<file path="config.mk">
export PLATFORM = sky130hd
export DESIGN_NAME = mac_mask_table
export DESIGN_NICKNAME = d
export VERILOG_FILES = /design/src/design/mmt_pkg.sv /design/src/design/mac_mask_table.sv /design/src/design/mmt_ram.sv
export SDC_FILE = /design/constraint.sdc
export NUM_CORES = 2
export LEC_CHECK = 0
export BUFFER_PORTS_ARGS = -buffer_cell sky130_fd_sc_hd__buf_2
export CORE_UTILIZATION = 28
export DETAILED_ROUTE_END_ITERATION = 10
export PLACE_DENSITY = 0.39
export SETUP_SLACK_MARGIN = 0.1
export SLEW_MARGIN = 40
export SYNTH_ARGS = -nofsm -noshare
export SYNTH_HDL_FRONTEND = slang
export SYNTH_SLANG_ARGS = --single-unit
</file>
<file path="constraint.sdc">
create_clock -name clk -period 14.2 [get_ports clk]
set_input_delay 1.42 -clock clk [delete_from_list [all_inputs] [get_ports clk]]
set_output_delay 1.42 -clock clk [all_outputs]
set_load 0.01 [all_outputs]
</file>
<file path="src/design/mmt_pkg.sv">
// Shared types and constants for the MAC mask table.
// Depends on nothing; mac_mask_table and the testbench import it.
package mmt_pkg;

  localparam int MAX_ENTRIES = 32;
  localparam int MAC_W       = 48;
  localparam int IDX_W       = 5;
  localparam int CNT_W       = 6;
  localparam int DIR_W       = 8;
  localparam int STAT_W      = 4;

  localparam logic [DIR_W-1:0] DIR_NOP = 8'd0;
  localparam logic [DIR_W-1:0] DIR_ADD = 8'd1;
  localparam logic [DIR_W-1:0] DIR_DEL = 8'd2;

  typedef enum logic [STAT_W-1:0] {
    ST_ADDED   = 4'd0,
    ST_PRESENT = 4'd1,
    ST_REMOVED = 4'd2,
    ST_ABSENT  = 4'd3,
    ST_FULL    = 4'd4,
    ST_BAD     = 4'd5,
    ST_SKIPPED = 4'd6,
    ST_NOP     = 4'd7,
    ST_LIST    = 4'd8
  } status_t;

  typedef enum logic [2:0] {
    S_IDLE,
    S_SCAN,
    S_SHIFT,
    S_REPLY,
    S_LIST
  } fsm_t;

  typedef struct packed {
    logic             command;
    logic [DIR_W-1:0] directive;
    logic [MAC_W-1:0] mac;
    logic             last_in_packet;
  } in_word_t;

  typedef struct packed {
    status_t          status;
    logic [MAC_W-1:0] entry_mac;
    logic [IDX_W-1:0] entry_index;
    logic             entry_valid;
    logic [CNT_W-1:0] entry_count;
    logic             last;
  } out_word_t;

endpackage

</file>
<file path="src/design/mac_mask_table.sv">
// MAC mask table: ordered list of up to 32 MAC addresses, edited by directives.
// Nop, bad and skipped words go straight to the status word; add and delete first walk the
// RAM, one read a cycle, delete shift included. A list of the entries follows the status word
// when the packet ends clean, or follows at once when a read command is accepted.
// One word in flight, next accepted at the edge taking the final word; no result stall.
// Sync reset empties the table and clears the fail flag. Depends on mmt_pkg and mmt_ram.
module mac_mask_table
  import mmt_pkg::*;
(
  input  logic      clk,
  input  logic      rst,
  input  logic      start,
  output logic      busy,
  input  in_word_t  request,
  output logic      strobe,
  output out_word_t result
);

  fsm_t             state, state_next;
  in_word_t         req_q;
  logic [CNT_W-1:0] total, total_next;
  logic [CNT_W-1:0] rd_idx, rd_idx_next;
  logic             pend, pend_next;
  logic [IDX_W-1:0] pend_idx;
  logic             failed, failed_next;
  status_t          stat_q, stat_next;
  out_word_t        result_next;
  logic             strobe_next;

  // RAM port
  logic             we, re;
  logic [IDX_W-1:0] waddr, raddr;
  logic [MAC_W-1:0] wdata, rdata;

  logic accept, hit, more, do_list, list_last;

  assign busy      = (state != S_IDLE);
  assign accept    = start && (state == S_IDLE);
  // pend marks that rdata holds the entry at pend_idx, read last cycle
  assign hit       = pend && (rdata == req_q.mac);
  assign more      = (rd_idx < total);
  // the list follows a packet's last directive only if the packet stayed clean
  assign do_list   = req_q.last_in_packet && !failed;
  assign list_last = ({1'b0, pend_idx} + CNT_W'(1)) == total;

  mmt_ram #(
    .DEPTH (MAX_ENTRIES),
    .WIDTH (MAC_W)
  ) u_ram (
    .clk   (clk),
    .we    (we),
    .waddr (waddr),
    .wdata (wdata),
    .re    (re),
    .raddr (raddr),
    .rdata (rdata)
  );

  // Next state
  always_comb begin
    state_next = state;
    case (state)
      S_IDLE: begin
        if (accept) begin
          if (request.command) begin
            state_next = S_LIST;
          end else if (failed) begin
            state_next = S_REPLY;
          end else if (request.directive == DIR_ADD || request.directive == DIR_DEL) begin
            state_next = S_SCAN;
          end else begin
            state_next = S_REPLY;
          end
        end
      end
      S_SCAN: begin
        if (hit) begin
          state_next = (req_q.directive == DIR_DEL) ? S_SHIFT : S_REPLY;
        end else if (!pend && !more) begin
          state_next = S_REPLY;
        end
      end
      S_SHIFT: begin
        if (!pend && !more) begin
          state_next = S_REPLY;
        end
      end
      S_REPLY: begin
        state_next = do_list ? S_LIST : S_IDLE;
      end
      S_LIST: begin
        if (total == '0) begin
          state_next = S_IDLE;
        end else if (pend && list_last) begin
          state_next = S_IDLE;
        end
      end
      default: state_next = S_IDLE;
    endcase
  end

  // Datapath, RAM control and result word
  always_comb begin
    rd_idx_next = rd_idx;
    pend_next   = 1'b0;
    total_next  = total;
    failed_next = failed;
    stat_next   = stat_q;
    re          = 1'b0;
    raddr       = rd_idx[IDX_W-1:0];
    we          = 1'b0;
    waddr       = pend_idx - IDX_W'(1);
    wdata       = rdata;
    strobe_next = 1'b0;
    result_next = '{status: ST_LIST, entry_mac: '0, entry_index: '0,
                    entry_valid: 1'b0, entry_count: total, last: 1'b0};
    case (state)
      S_IDLE: begin
        if (accept) begin
          rd_idx_next = '0;
          if (request.command) begin
            failed_next = 1'b0;
          end else if (failed) begin
            stat_next = ST_SKIPPED;
          end else begin
            case (request.directive)
              DIR_NOP: stat_next = ST_NOP;
              DIR_ADD: stat_next = ST_ADDED;
              DIR_DEL: stat_next = ST_ABSENT;
              default: begin
                stat_next   = ST_BAD;
                failed_next = 1'b1;
              end
            endcase
          end
        end
      end
      S_SCAN: begin
        // linear search, one read issued per cycle, compared in the next cycle
        re        = more && !hit;
        pend_next = re;
        if (re) begin
          rd_idx_next = rd_idx + CNT_W'(1);
        end
        if (hit) begin
          if (req_q.directive == DIR_DEL) begin
            rd_idx_next = {1'b0, pend_idx} + CNT_W'(1);
          end else begin
            stat_next = ST_PRESENT;
          end
        end else if (!pend && !more) begin
          if (req_q.directive == DIR_ADD) begin
            if (total >= CNT_W'(MAX_ENTRIES)) begin
              stat_next   = ST_FULL;
              failed_next = 1'b1;
            end else begin
              we         = 1'b1;
              waddr      = total[IDX_W-1:0];
              wdata      = req_q.mac;
              total_next = total + CNT_W'(1);
              stat_next  = ST_ADDED;
            end
          end else begin
            stat_next = ST_ABSENT;
          end
        end
      end
      S_SHIFT: begin
        // read i, write it back at i-1; writes trail reads so no overlap
        re        = more;
        pend_next = re;
        if (re) begin
          rd_idx_next = rd_idx + CNT_W'(1);
        end
        if (pend) begin
          we = 1'b1;
        end
        if (!pend && !more) begin
          total_next = total - CNT_W'(1);
          stat_next  = ST_REMOVED;
        end
      end
      S_REPLY: begin
        strobe_next        = 1'b1;
        result_next.status = stat_q;
        result_next.last   = !do_list;
        rd_idx_next        = '0;
        if (req_q.last_in_packet) begin
          failed_next = 1'b0;
        end
      end
      S_LIST: begin
        if (total == '0) begin
          strobe_next      = 1'b1;
          result_next.last = 1'b1;
        end else begin
          re        = more;
          pend_next = re;
          if (re) begin
            rd_idx_next = rd_idx + CNT_W'(1);
          end
          if (pend) begin
            strobe_next             = 1'b1;
            result_next.entry_mac   = rdata;
            result_next.entry_index = pend_idx;
            result_next.entry_valid = 1'b1;
            result_next.last        = list_last;
          end
        end
      end
      default: ;
    endcase
  end

  always_ff @(posedge clk) begin
    if (rst) begin
      state  <= S_IDLE;
      total  <= '0;
      failed <= 1'b0;
      pend   <= 1'b0;
      rd_idx <= '0;
      strobe <= 1'b0;
    end else begin
      state  <= state_next;
      total  <= total_next;
      failed <= failed_next;
      pend   <= pend_next;
      rd_idx <= rd_idx_next;
      strobe <= strobe_next;
    end
  end

  // payload registers
  always_ff @(posedge clk) begin
    if (accept) begin
      req_q <= request;
    end
    if (re) begin
      pend_idx <= raddr;
    end
    stat_q <= stat_next;
    result <= result_next;
  end

  // Checks
  a_total_bound : assert property (@(posedge clk) disable iff (rst)
    total <= CNT_W'(MAX_ENTRIES))
    else $error("entry count beyond table size");

  a_pend_state : assert property (@(posedge clk) disable iff (rst)
    pend |-> (state == S_SCAN || state == S_SHIFT || state == S_LIST))
    else $error("read data pending outside a table walk");

  a_entry_index : assert property (@(posedge clk) disable iff (rst)
    (strobe && result.entry_valid) |-> ({1'b0, result.entry_index} < result.entry_count))
    else $error("listed entry beyond entry count");

  a_no_write_idle : assert property (@(posedge clk) disable iff (rst)
    (state == S_IDLE || state == S_REPLY || state == S_LIST) |-> !we)
    else $error("table written outside an edit");

endmodule

</file>
<file path="src/design/mmt_ram.sv">
// Generic single-write, single-read RAM with registered read data.
// No dependencies.
module mmt_ram #(
  parameter int DEPTH = 32,
  parameter int WIDTH = 48
) (
  input  logic                     clk,
  input  logic                     we,
  input  logic [$clog2(DEPTH)-1:0] waddr,
  input  logic [WIDTH-1:0]         wdata,
  input  logic                     re,
  input  logic [$clog2(DEPTH)-1:0] raddr,
  output logic [WIDTH-1:0]         rdata
);

  logic [WIDTH-1:0] mem [DEPTH];

  always_ff @(posedge clk) begin
    if (we) begin
      mem[waddr] <= wdata;
    end
  end

  always_ff @(posedge clk) begin
    if (re) begin
      rdata <= mem[raddr];
    end
  end

endmodule

</file>
==> results.cfg <==
[finish]
finalNonFillerCells = 6565
fin_area_um2 = 78100
fillCellCount = 22100
regArea_um2 = 51200
multiInputGateArea_um2 = 14700
syn_to_final_growth_pct = 17.8
nets = 3326
layout-drive-gt1-share = 0.332

[timing]
hold_viol = 0
setup_tns_ns = 0
finalSetupViolCount = 0
period_share = 0.368
fin_crit_ns = 5.22
report.final.slew_viol_count = 0
relSlewSlack = 0.416
finClkSkew_ns = 0.0506
tightest_slew_ns = 0.873
rsz0062_at_grt = false
max_freq_ghz = 0.191

[route]
route.detailed.drc = 0
drt_pass1_iterations = 5
vias_per_cell = 4.79
drt-total-wl_mm = 199
vias = 31500
drtIter0Drc = 2860
wl_per_cell_um = 30.3
route.antenna.remaining_nets = 0

[yosys]
synth.area.mux_share = 0.172
synth_top_flop_cell = edfxtp_1
synth_commonest_cells = edfxtp_1, mux4_2, nand2_1
synth_compound_area_frac = 0.00797
async_flop_share = 0
synth_top_family_by_area = multiplexers
synth_area_leaders = edfxtp_1, mux4_2, dfxtp_1, nand2_1, mux2_2
synth_most_common_cell = edfxtp_1
synthXorXnorAreaFrac = 0.00700
synth_top_cell_by_area = edfxtp_1
syn-cell-area_um2 = 66300
synth_warnings = 0
synthAdderAreaFrac = 0.00257
avgSynthCellArea_um2 = 22.4
synth_edf_count = 1649
ys_seq_elements = 1732
netlist_instances = 2955
yosysTopAreaCellShare = 0.747
synth-simple-area-share = 0.0273
yosysSeqAreaShare = 0.772
synth_cell_types = 65
syn_nets = 3029

[min_path]
hp-class = register to register
whs_path_depth = 0

[place]
placedCellCount = 6206
place_hpwl_mm = 119
port_buffers = 127
gp_congestion = 0.782
placed_area_um2 = 72000

[cts]
ctsRootBufferMaster = clkbuf_16
htreeDepth = 4
hold_buffers = 0
insertion_delay_ns = 0.85
cts_resized = 0
clk_pin_slew_ns = 0.06
cts_buffer_depth = 3
cts_tree = yes
post_cts_buffers = 0
cts_buffers = 191
clock-sinks = 1732

[global_route]
grt_pass1_wl_mm = 276
grt_usage = 0.168
grt_antenna_before_repair = 14
grt_pass1_vias = 33200
grt_max_degree = 73
grt-ovfl-total = 0

[flow_run]
drv_cap = 0

[power]
p_switching_w = 0.00406
switching_share = 0.292
ir_drop_v = 0.000134
power_frac_seq = 0.476
p_total_w = 0.0139
power_frac_comb = 0.180
clock_power_share = 0.344
leakage_nw = 24.1
intPower_w = 0.00987
power_density_nw_per_um2 = 178

[run_status]
outcome = complete, no violations

[setup_path]
start_kind = register
required_ns = 14.64
cp_data_arrival_time_ns = 5.66
reg2reg_depth = 11
cp-end-kind = register
cp_max_fo = 29
worstSetupPathType = register to register

[die]
num_rows = 178
ios = 128
chipHeight_um = 489
die_area_um2 = 239000
initial_core_util = 0.282
core_area_um2 = 235000
die_w_um = 489
-- cell usage in the layout, fill, tap and decap left out, drive strengths merged, types with 8 or more instances in the layout --
| cell | Yosys | final |
|---|---|---|
| o21ai | 15 | 15 |
| nor3 | 13 | 13 |
| clkinv | 2 | 98 |
| xor2 | 21 | 21 |
| nand3 | 14 | 14 |
| xnor2 | 32 | 32 |
| nand2 | 158 | 158 |
| mux2 | 51 | 51 |
| dfxtp | 83 | 83 |
| clkbuf | 85 | 229 |
| bufinv | 0 | 11 |
| nor2 | 67 | 67 |
| buf | 64 | 253 |
| nor2b | 9 | 9 |
| a21oi | 16 | 16 |
| or3 | 8 | 8 |
| mux4 | 480 | 480 |
| ha | 12 | 12 |
| nand2b | 13 | 13 |
| inv | 19 | 31 |
| edfxtp | 1649 | 1649 |
| and3 | 59 | 59 |
| nor4 | 12 | 12 |
-- stage by stage --
step                worst slack, ns   util  hold slack, ns
floorplan                      8.10      -           0.326
global placement               8.74  0.303           0.379
CTS                            8.81  0.332           0.407
finish                         8.98  0.332           0.411
global route                   8.78  0.332           0.419
detailed placement             8.86  0.306           0.402
-- worst paths after layout --
kind                                              from                    endpoint  slack (ns)
worst max-delay path            rd_idx[4]$_SDFFE_PP0P_  u_ram.mem[7][14]$_DFFE_PP_        8.98
worst min register to register   total[2]$_SDFFE_PP0P_           result[3]$_DFF_P_        0.41
worst min-delay path             total[2]$_SDFFE_PP0P_           result[3]$_DFF_P_        0.41
worst max register to register  rd_idx[4]$_SDFFE_PP0P_  u_ram.mem[7][14]$_DFFE_PP_        8.98
-- power groups by stage --
stage / Combinational, W / Sequential [W] / Clock, W
6_report: 0.00251 / 0.00662 / 0.00479
5_1_grt: 0.00268 / 0.00664 / 0.00511
4_1_cts: 0.00258 / 0.00663 / 0.00493
3_5_place_dp: 0.00257 / 0.00674 / 0
3_3_place_gp: 0.00248 / 0.00676 / 0
2_1_floorplan: 0.00137 / 0.00658 / 0
-- layer usage --
| layer | vias up | track usage | share of wire |
|---|---|---|---|
| li1 | 13000 | - | - |
| met1 | 17400 | 0.220 | 0.43 |
| met2 | 779 | 0.287 | 0.51 |
| met3 | 244 | 0.0244 | 0.038 |
| met4 | 4 | 0.0482 | 0.025 |
| met5 | - | 0 | 0.00019 |
-- worst max-delay path, stage by stage, from the launching register on --
cell and delay (ns):
dfxtp_4 0.70, ha_1 0.37, a21oi_1 0.19, nand2_1 0.10
a221oi_1 0.32, buf_4 0.23, or4_4 0.46, mux2_4 0.37
or3_4 0.46, nor2_4 0.44, buf_4 0.46, buf_4 0.63
-- logic make-up (layout without fill, tap and decap cells) --
group                    count (synthesis)  count (layout)
AO/OA/AOI/OAI                           77              77
buffers and inverters                  170             625
AND/OR/NAND/NOR                        375             375
flip-flops                            1732            1732
XOR/XNOR                                53              53
other                                    0               5
adder cells (fa/ha/maj)                 13              13
multiplexers                           535             535
-- state kept, by name (all words and copies together), names as in the netlist, 3 cells and up --
signal	cells
state	3
rd_idx	6
pend_idx	5
total	6
u_ram.rdata	48
u_ram.mem	1536
result	65
req_q	57
stat_q	3
-- cell type report --
type / count / share of cell area
Clock buffer: 229 / 0.0640
Multi-Input combinational cell: 1053 / 0.189
Tap cell: 3150 / 0.0505
Clock inverter: 122 / 0.0133
Timing Repair Buffer: 253 / 0.0266
Antenna cell: 5 / 0.000160
Inverter: 21 / 0.00101
Sequential cell: 1732 / 0.656
Note: power is estimated with default switching activity, not from simulation.
